**config.mk**
```make
export PLATFORM = sky130hd
export DESIGN_NAME = aligned_bitmap_range_allocator_unit
export DESIGN_NICKNAME = d
export VERILOG_FILES = /design/src/sv/abra_pkg.sv /design/src/sv/abra_ram.sv /design/src/sv/aligned_bitmap_range_allocator_unit.sv
export SDC_FILE = /design/constraint.sdc
export NUM_CORES = 2
export LEC_CHECK = 0
export ABC_AREA = 1
export BUFFER_PORTS_ARGS = -buffer_cell sky130_fd_sc_hd__buf_2
export CAP_MARGIN = 5
export CELL_PAD_IN_SITES_DETAIL_PLACEMENT = 0
export CELL_PAD_IN_SITES_GLOBAL_PLACEMENT = 1
export CORE_UTILIZATION = 45
export DETAILED_ROUTE_END_ITERATION = 10
export PLACE_DENSITY_LB_ADDON = 0.1
export REMOVE_ABC_BUFFERS = 1
export SLEW_MARGIN = 20
export SYNTH_ARGS = -nofsm -noshare
export SYNTH_HDL_FRONTEND = slang
export SYNTH_HIERARCHICAL = 1
export SYNTH_SLANG_ARGS = --single-unit
```
**constraint.sdc**
```tcl
create_clock -name clk_i -period 13.1 [get_ports clk_i]
set_input_delay 0.655 -clock clk_i [delete_from_list [all_inputs] [get_ports clk_i]]
set_output_delay 0.655 -clock clk_i [all_outputs]
set_load 0.005 [all_outputs]
```
**src/sv/abra_pkg.sv**
```systemverilog
// Package for the aligned bitmap range allocator: sizes, codes and helpers.
// No dependencies.
`default_nettype none
package abra_pkg;
  localparam int unsigned Units      = 1024;
  localparam int unsigned UnitFrames = 512;
  localparam int unsigned WordBits   = 32;
  localparam int unsigned Words      = Units / WordBits;
  localparam int unsigned FrameW     = 36;
  localparam int unsigned CountW     = 11;
  localparam int unsigned UnitW      = $clog2(Units);
  localparam int unsigned WordIdxW   = $clog2(Words);
  localparam int unsigned BitIdxW    = $clog2(WordBits);
  localparam int unsigned UfShift    = $clog2(UnitFrames);

  localparam logic [1:0] StOk      = 2'd0;
  localparam logic [1:0] StInvalid = 2'd1;
  localparam logic [1:0] StNoSpace = 2'd2;

  localparam logic FuncAlloc = 1'b0;
  localparam logic FuncFree  = 1'b1;

  localparam logic RegBaseFrame  = 1'b0;
  localparam logic RegUnitsInUse = 1'b1;
endpackage
`default_nettype wire

```
**src/sv/abra_ram.sv**
```systemverilog
// Generic single-port-write, one-read RAM with registered read data.
// No dependencies.
`default_nettype none
module abra_ram #(
  parameter int unsigned Width = 32,
  parameter int unsigned Depth = 32
) (
  input  wire logic                     clk_i,
  input  wire logic                     we_i,
  input  wire logic [$clog2(Depth)-1:0] waddr_i,
  input  wire logic [Width-1:0]         wdata_i,
  input  wire logic [$clog2(Depth)-1:0] raddr_i,
  output logic      [Width-1:0]         rdata_o
);
  logic [Width-1:0] mem_q [Depth];

  always_ff @(posedge clk_i) begin
    if (we_i) begin
      mem_q[waddr_i] <= wdata_i;
    end
    rdata_o <= mem_q[raddr_i];
  end
endmodule
`default_nettype wire

```
**src/sv/aligned_bitmap_range_allocator_unit.sv**
```systemverilog
// Aligned bitmap range allocator top level: sequencer around a bitmap RAM.
// Depends on abra_pkg and abra_ram.
//
// Usage: one input transaction (func, unit_count, free_frame) gives one result
// transaction (status, granted_frame). The used bitmap lies in a RAM of 32
// words of 32 bits. After reset a clearing pass zeroes the RAM; no input is
// taken during it, configuration writes are taken as ever.
// An allocate scans the words from the word of the first aligned start, word
// by word (read, then check every candidate that ends in the word, carrying
// the free streak from earlier words). A found run is then marked word by word
// (read, then write back); if none is found, the scan ends with no space. A
// free reads and clears each word it touches the same way. Invalid items,
// oversized requests and zero frees go straight to the result.
// The input is ready again in the cycle after the result goes out, so a new
// item is taken only once the last one's result has gone out. One output
// register holds a result until taken; the next item is processed meanwhile,
// and its result waits in the sequencer, which stalls the input side while
// the receiver stalls.
`default_nettype none
module aligned_bitmap_range_allocator_unit import abra_pkg::*; (
  input  wire logic        clk_i,
  input  wire logic        rst_ni,
  input  wire logic        s_axis_tvalid_i,
  output logic             s_axis_tready_o,
  input  wire logic [47:0] s_axis_tdata_i,  // unit_count[10:0], free_frame[46:11], pad
  input  wire logic        s_axis_tuser_i,  // func
  output logic             m_axis_tvalid_o,
  input  wire logic        m_axis_tready_i,
  output logic [39:0]      m_axis_tdata_o,  // status[1:0], granted_frame[37:2], pad
  input  wire logic        cfg_we_i,
  input  wire logic        cfg_addr_i,
  input  wire logic [35:0] cfg_wdata_i
);
  localparam logic [2:0] SClr = 3'd0, SIdle = 3'd1, SRd = 3'd2, SChk = 3'd3,
                         SUpd = 3'd4, SOut = 3'd5;

  logic [2:0] state_q, state_d;
  logic [FrameW-1:0] base_q;
  logic [CountW-1:0] uiu_q;

  logic              func_q;
  logic [CountW-1:0] cnt_q;
  logic [UnitW:0]    cur_q, cur_d;   // current unit index, word aligned
  logic [UnitW:0]    run_q, run_d;   // first unit of span to mark or free
  logic [UnitW:0]    end_q, end_d;   // exclusive end of that span
  logic [UnitW:0]    size_q;         // clamped units_in_use
  logic [UnitW:0]    off_q;          // first aligned start index
  logic [UnitW:0]    streak_q, streak_d;  // all units from here to cur word are free
  logic              mark_q, mark_d;  // update pass sets bits instead of clearing
  logic [1:0]        st_q, st_d;
  logic [FrameW-1:0] gf_q, gf_d;

  // Output register
  logic              out_vld_q;
  logic [1:0]        out_st_q;
  logic [FrameW-1:0] out_gf_q;
  logic              out_load;

  // RAM port
  logic                ram_we;
  logic [WordIdxW-1:0] ram_wa, ram_ra;
  logic [WordBits-1:0] ram_wd, ram_rd;

  abra_ram #(.Width(WordBits), .Depth(Words)) u_ram (
    .clk_i, .we_i(ram_we), .waddr_i(ram_wa), .wdata_i(ram_wd),
    .raddr_i(ram_ra), .rdata_o(ram_rd)
  );

  // Configuration registers
  always_ff @(posedge clk_i or negedge rst_ni) begin
    if (!rst_ni) begin
      base_q <= '0;
      uiu_q  <= '0;
    end else if (cfg_we_i) begin
      if (cfg_addr_i == RegBaseFrame) base_q <= cfg_wdata_i;
      else uiu_q <= cfg_wdata_i[CountW-1:0];
    end
  end

  // Decode input
  logic [CountW-1:0] in_cnt;
  logic [FrameW-1:0] in_frame;
  logic              in_pow2;
  logic [UnitW:0]    in_size;
  logic [UnitW:0]    in_off;
  logic [FrameW-1:0] in_rel;
  logic [FrameW+CountW:0] in_end, in_lim;
  logic              in_bad_free;
  assign in_cnt   = s_axis_tdata_i[10:0];
  assign in_frame = s_axis_tdata_i[46:11];
  assign in_pow2  = (in_cnt != '0) && ((in_cnt & (in_cnt - 1'b1)) == '0);
  assign in_size  = (uiu_q > CountW'(Units)) ? (UnitW+1)'(Units) : uiu_q[UnitW:0];
  // off = (base/UF) mod count; first start = (count-off) mod count
  logic [UnitW:0] bu;
  assign bu     = base_q[UfShift +: (UnitW+1)] & (in_cnt[UnitW:0] - 1'b1);
  assign in_off = (in_cnt[UnitW:0] - bu) & (in_cnt[UnitW:0] - 1'b1);
  assign in_rel = in_frame - base_q;
  assign in_end = (FrameW+CountW+1)'(in_frame) + ((FrameW+CountW+1)'(in_cnt) << UfShift);
  assign in_lim = (FrameW+CountW+1)'(base_q) + ((FrameW+CountW+1)'(in_size) << UfShift);
  assign in_bad_free = (in_frame < base_q) || (in_end > in_lim);

  assign s_axis_tready_o = (state_q == SIdle);
  wire in_acc = s_axis_tvalid_i && s_axis_tready_o;

  // Word-local helpers
  logic [WordIdxW-1:0] cur_w;
  logic [UnitW:0]      wbase;
  logic [UnitW:0]      nxt_w;
  assign cur_w = cur_q[BitIdxW +: WordIdxW];
  assign wbase = {cur_q[UnitW:BitIdxW], BitIdxW'(0)};
  assign nxt_w = wbase + (UnitW+1)'(WordBits);

  // Lowest aligned free run that ends in the current word
  logic                afound;
  logic [BitIdxW-1:0]  apos;
  logic [UnitW:0]      p_u, s_u;
  logic [WordBits-1:0] upto_m, from_m;
  logic                hit;
  always_comb begin
    afound = 1'b0;
    apos   = '0;
    p_u    = '0;
    s_u    = '0;
    upto_m = '0;
    from_m = '0;
    hit    = 1'b0;
    for (int b = WordBits - 1; b >= 0; b--) begin
      p_u    = wbase + (UnitW+1)'(b);
      s_u    = p_u + 1'b1 - cnt_q[UnitW:0];
      upto_m = {WordBits{1'b1}} >> (WordBits - 1 - b);
      from_m = ~((WordBits'(1) << s_u[BitIdxW-1:0]) - 1'b1);
      if (s_u >= wbase) hit = (ram_rd & upto_m & from_m) == '0;
      else hit = (streak_q <= s_u) && ((ram_rd & upto_m) == '0);
      if ((p_u + 1'b1 >= cnt_q[UnitW:0]) && (p_u < size_q) && (s_u >= off_q)
          && (((s_u - off_q) & (cnt_q[UnitW:0] - 1'b1)) == '0) && hit) begin
        afound = 1'b1;
        apos   = BitIdxW'(b);
      end
    end
  end

  // Highest used bit of the current word
  logic [BitIdxW-1:0] hi;
  always_comb begin
    hi = '0;
    for (int b = 0; b < WordBits; b++) begin
      if (ram_rd[b]) hi = BitIdxW'(b);
    end
  end

  // Start of the found run
  logic [UnitW:0] sf;
  assign sf = wbase + (UnitW+1)'(apos) + 1'b1 - cnt_q[UnitW:0];

  // Update mask of current word for span [run_q, end_q)
  logic [WordBits-1:0] fmask;
  always_comb begin
    for (int b = 0; b < WordBits; b++) begin
      fmask[b] = ((wbase + (UnitW+1)'(b)) >= run_q) && ((wbase + (UnitW+1)'(b)) < end_q);
    end
  end

  assign out_load = (state_q == SOut) && (!out_vld_q || m_axis_tready_i);

  // Sequencer
  always_comb begin
    state_d = state_q;
    cur_d = cur_q; run_d = run_q; end_d = end_q; mark_d = mark_q;
    streak_d = streak_q;
    st_d = st_q; gf_d = gf_q;
    ram_we = 1'b0; ram_wa = cur_w; ram_wd = '0; ram_ra = cur_w;
    case (state_q)
      SClr: begin
        ram_we = 1'b1;
        cur_d  = nxt_w;
        if (cur_w == WordIdxW'(Words - 1)) begin
          state_d = SIdle;
          cur_d   = '0;
        end
      end
      SIdle: ;
      SRd: state_d = (func_q == FuncFree || mark_q) ? SUpd : SChk;
      SChk: begin
        if (afound) begin
          st_d    = StOk;
          gf_d    = base_q + (FrameW'(sf) << UfShift);
          run_d   = sf;
          end_d   = sf + cnt_q[UnitW:0];
          cur_d   = sf & ~(UnitW+1)'(WordBits - 1);
          mark_d  = 1'b1;
          state_d = SRd;
        end else if (nxt_w >= size_q || cur_w == WordIdxW'(Words - 1)) begin
          st_d = StNoSpace; state_d = SOut;
        end else begin
          if (ram_rd != '0) streak_d = wbase + (UnitW+1)'(hi) + 1'b1;
          cur_d = nxt_w; state_d = SRd;
        end
      end
      SUpd: begin
        ram_we = 1'b1;
        ram_wd = mark_q ? (ram_rd | fmask) : (ram_rd & ~fmask);
        if (nxt_w >= end_q || cur_w == WordIdxW'(Words - 1)) state_d = SOut;
        else begin
          cur_d = nxt_w; state_d = SRd;
        end
      end
      SOut: if (out_load) state_d = SIdle;
      default: state_d = SIdle;
    endcase
    if (in_acc) begin
      st_d = StOk; gf_d = '0; mark_d = 1'b0;
      if (s_axis_tuser_i == FuncAlloc) begin
        if (!in_pow2) begin
          st_d = StInvalid; state_d = SOut;
        end else if (in_cnt[UnitW:0] > in_size) begin
          st_d = StNoSpace; state_d = SOut;
        end else begin
          cur_d    = in_off & ~(UnitW+1)'(WordBits - 1);
          streak_d = in_off & ~(UnitW+1)'(WordBits - 1);
          state_d  = SRd;
        end
      end else begin
        if (in_bad_free) begin
          st_d = StInvalid; state_d = SOut;
        end else if (in_cnt == '0) begin
          state_d = SOut;
        end else begin
          run_d = in_rel[UfShift +: (UnitW+1)];
          end_d = in_rel[UfShift +: (UnitW+1)] + in_cnt[UnitW:0];
          cur_d = in_rel[UfShift +: (UnitW+1)] & ~(UnitW+1)'(WordBits - 1);
          state_d = SRd;
        end
      end
    end
  end

  always_ff @(posedge clk_i or negedge rst_ni) begin
    if (!rst_ni) begin
      state_q <= SClr;
      cur_q   <= '0;
    end else begin
      state_q <= state_d;
      cur_q   <= cur_d;
    end
  end

  // Payload registers
  always_ff @(posedge clk_i) begin
    run_q <= run_d; end_q <= end_d; mark_q <= mark_d;
    streak_q <= streak_d;
    st_q <= st_d; gf_q <= gf_d;
    if (in_acc) begin
      func_q <= s_axis_tuser_i;
      cnt_q  <= in_cnt;
      size_q <= in_size;
      off_q  <= in_off;
    end
  end

  // Hold one result until the receiver takes it
  always_ff @(posedge clk_i or negedge rst_ni) begin
    if (!rst_ni) begin
      out_vld_q <= 1'b0;
    end else if (out_load) begin
      out_vld_q <= 1'b1;
    end else if (m_axis_tready_i) begin
      out_vld_q <= 1'b0;
    end
  end

  always_ff @(posedge clk_i) begin
    if (out_load) begin
      out_st_q <= st_q;
      out_gf_q <= gf_q;
    end
  end

  assign m_axis_tvalid_o = out_vld_q;
  assign m_axis_tdata_o  = {2'b00, out_gf_q, out_st_q};

  // Assertions
  a_no_in_busy: assert property (@(posedge clk_i) disable iff (!rst_ni)
    (state_q != SIdle) |-> !s_axis_tready_o) else $error("ready while busy");
  a_ok_alloc_frame: assert property (@(posedge clk_i) disable iff (!rst_ni)
    (m_axis_tvalid_o && out_st_q != StOk) |-> (out_gf_q == '0)) else $error("frame on error");
  a_no_write_idle: assert property (@(posedge clk_i) disable iff (!rst_ni)
    (state_q == SIdle || state_q == SOut) |-> !ram_we) else $error("stray write");
  a_out_hold: assert property (@(posedge clk_i) disable iff (!rst_ni)
    (m_axis_tvalid_o && !m_axis_tready_i) |=> (m_axis_tvalid_o && $stable(m_axis_tdata_o)))
    else $error("result changed while stalled");
endmodule
`default_nettype wire
```
==> run summary <==
================================================================================
Core area                                                             0.230 mm^2
Status                                                              complete, no violations
Top library cells by usage in the layout, fill and taps aside       3,640 x nand2_1, 1,555 x nand3_1, 1,464 x inv_1, 1,353 x nor2_1, 1,098 x edfxtp_1
Post-Place Worst Slack                                                   1670 ps
Global-route wire length before repair                                689,000 um
Post CTS Setup Buffer Count                                                    0
Unique cell type count in the Yosys netlist                                   87
Total die area                                                        0.233 mm^2
Startpoint of the lowest-slack register-to-register path            cnt_q[5]$_DFFE_PP_
Buffer type at the clock tree root                                     clkbuf_16
Setup crit end kind                                                    flip-flop
Average cell area after synthesis                                      7.40 um^2
Clock insertion delay at the later pin of the skew report                 810 ps
Final worst path period share                                              0.910
Data arrival time of the critical path                                 12,620 ps
Detail Route Antenna Nets                                                      0
Kind of critical path                                               flip-flop to flip-flop
Detailed-routing iteration count for the pre-antenna-repair pass              10
Post-cts hold buffer count                                                     0
DP HPWL                                                               365,000 um
Vertical extent of the die                                                483 um
Number of enable-type register cells in the synthesized netlist            1,098
Worst-path maximum fanout                                                     10
Number of antenna violations at the first check in global routing             46
Kind of path behind the tightest hold check                         primary input to asynchronous set/reset pin
Most common cell after layout, fill and taps aside                       nand2_1
Horiz. Die Dim                                                            483 um
Clock-pin slew on the worst setup and hold paths                           70 ps
Worst reg2reg path endpoint                                         gf_q[33]$_SDFFE_PP0P_
Crit path launch type                                                  flip-flop
Total wirelength of the detailed-routed design                        492,000 um
Critical path's largest stage delay                                       620 ps
Placed inst area                                                      0.109 mm^2
FF-to-FF path depth                                                           58
Total CTS buffers                                                            133
Setup ws final                                                           1180 ps
H-tree depth                                                                   4
Post-layout net count                                                     15,300
Routed via count                                                         105,000
Post-synthesis cell count                                                 14,100
Synth Warn #                                                                   6
Grt ovf                                                                        0
Slew at the pin closest to its max-slew limit                            1330 ps
IO buf count                                                                 129
Post-CTS Resized                                                               0
Flop-to-flop setup slack                                                 1180 ps
DRT iter0 DRCs                                                            11,400
Worst-case hold slack                                                    62.9 ps
Layout filler cell count                                                  22,700
Post-synth design cell area                                           0.104 mm^2
Share of post-route cells with drive strength above 1                     0.0697
Final critical path time including I/O delays and setup                11,920 ps
Async set or reset register ratio after synthesis                         0.0453
Deepest clock path buffer count                                                3
Unrepaired setup endpoints after global routing                               no
Number of setup violations in the final report                                 0
Cell area after layout                                                0.114 mm^2
Area growth syn-to-layout                                                  9.21%
Routed wire per std cell                                                 28.3 um
Pins over their slew limit                                                     0
Number of standard-cell rows in the floorplan                                176
Maximum number of pins on one net before global-route repair                 202
Slowest stage cell on the critical path                                a2111oi_0
RePlAce Congestion                                                          1.14
Proportion of synthesized chip area in sequential cells                    0.350
Clock Sink Count                                                           1,257
CTS tree                                                                   built
Clock skew                                                               70.3 ps
Residual DRC count                                                             0
Via count of the first global-routing pass                                97,100
Normalized max-slew margin                                                 0.111
Most used DFF post-synth                                                edfxtp_1
Starting utilization of the core area                                      0.453
Highest clock frequency the design can meet                             83.9 MHz
Final hold vios                                                                0
Global routing usage summed across all routing layers                      0.408
Number of top-level pins                                                     133
Maximum capacitance violations                                                 0
Flops & latches, synth                                                     1,257
Req. time, crit path                                                   13,800 ps
Routed vias/inst                                                            6.05
Cell type with the highest occurrence count on the critical path         nand2_1
================================================================================
[logic make-up after synthesis]
family          after synthesis  synth area share
simple gates               7199             0.292
compound gates             2276             0.125
buf+inv                    1989            0.0811
flops                      1257             0.350
fa+ha+maj                   989             0.120
xor+xnor                    361            0.0312
other cells                   1         0.0000360
[final cells by class]
cell class              count  area, um^2  share of cell area
multi-input cells       10800       59900               0.527
flip-flops and latches   1257       36500               0.321
inverters                1540        5820              0.0512
well taps                3026        3790              0.0333
clock buffers             166        3540              0.0312
repair buffers            454        3140              0.0276
clock inverters            79         976             0.00858
diodes                     40         100            0.000880
[state kept, by name, indices dropped and copies added, names as in the netlist, 3 cells and up]
| register | count |
|---|---|
| state_q | 3 |
| cur_q | 6 |
| cnt_q | 11 |
| run_q | 11 |
| u_ram/rdata_o | 32 |
| size_q | 11 |
| out_gf_q | 36 |
| uiu_q | 11 |
| end_q | 11 |
| base_q | 36 |
| gf_q | 36 |
| u_ram/mem_q | 1024 |
| off_q | 11 |
| streak_q | 11 |
[synth_stat cells, types with 36 or more instances]
cell type | number | area share
nor4_1 | 56 | 0.0034
clkbuf_1 | 139 | 0.0050
a21oi_1 | 869 | 0.042
buf_1 | 40 | 0.0014
a31oi_1 | 51 | 0.0031
nor3_1 | 184 | 0.0088
o21ai_1 | 47 | 0.0023
dfxtp_1 | 102 | 0.020
a211oi_1 | 63 | 0.0045
dfrtp_1 | 57 | 0.014
nand3_1 | 1555 | 0.075
inv_1 | 1479 | 0.053
nor2_2 | 36 | 0.0022
nand2_1 | 3641 | 0.13
xor2_1 | 309 | 0.026
or2_2 | 81 | 0.0049
o211ai_1 | 45 | 0.0032
edfxtp_1 | 1098 | 0.32
o21ai_0 | 773 | 0.037
ha_1 | 972 | 0.12
o21bai_1 | 113 | 0.0081
xnor2_1 | 44 | 0.0037
inv_2 | 42 | 0.0015
nand4_1 | 144 | 0.0087
buf_4 | 43 | 0.0031
buf_6 | 78 | 0.0084
a21o_1 | 42 | 0.0030
nand3b_1 | 37 | 0.0027
nor2_1 | 1388 | 0.050
buf_2 | 145 | 0.0070
[layer usage]
metal,GRT usage,vias up,part of all wire
li1,-,48100,-
met1,0.520,49900,0.39
met2,0.620,5779,0.43
met3,0.0928,1409,0.10
met4,0.262,16,0.073
met5,0.00429,-,0.00021
[per-stage QoR]
step | util | setup TNS (ps) | instances
2_1_floorplan | - | -1166390 | 13600
3_3_place_gp | 0.474 | 0 | 17100
3_5_place_dp | 0.474 | 0 | 17100
4_1_cts | 0.494 | 0 | 17300
5_1_grt | 0.494 | 0 | 17400
6_report | 0.495 | 0 | 17400
[worst max-delay path: cells and delay by family (launching register included)]
family	cells	cell delay (ps)
and+or+nand+nor	27	3670
AOI/OAI and AO/OA	12	2390
xor gates and xnor gates	3	1030
DFF	1	530
buffers and inverters	9	1630
adders and majority gates	7	2570
[worst max-delay path by stage]
stage                            start                    end  slack [ps]  cells after the start
finish              cnt_q[5]$_DFFE_PP_  gf_q[33]$_SDFFE_PP0P_        1180                     58
global route        cnt_q[5]$_DFFE_PP_  gf_q[34]$_SDFFE_PP0P_         800                     68
CTS                 cnt_q[5]$_DFFE_PP_  gf_q[34]$_SDFFE_PP0P_        1670                     58
detailed placement  cnt_q[5]$_DFFE_PP_  gf_q[34]$_SDFFE_PP0P_        1670                     58
global placement    cnt_q[5]$_DFFE_PP_  gf_q[34]$_SDFFE_PP0P_        1720                     59
floorplan           cur_q[5]$_DFF_PN0_  gf_q[32]$_SDFFE_PP0P_       -6150                     60
Power is not shown: default switching activity piles up to over one toggle a cycle in this logic, so the estimate is an artifact.
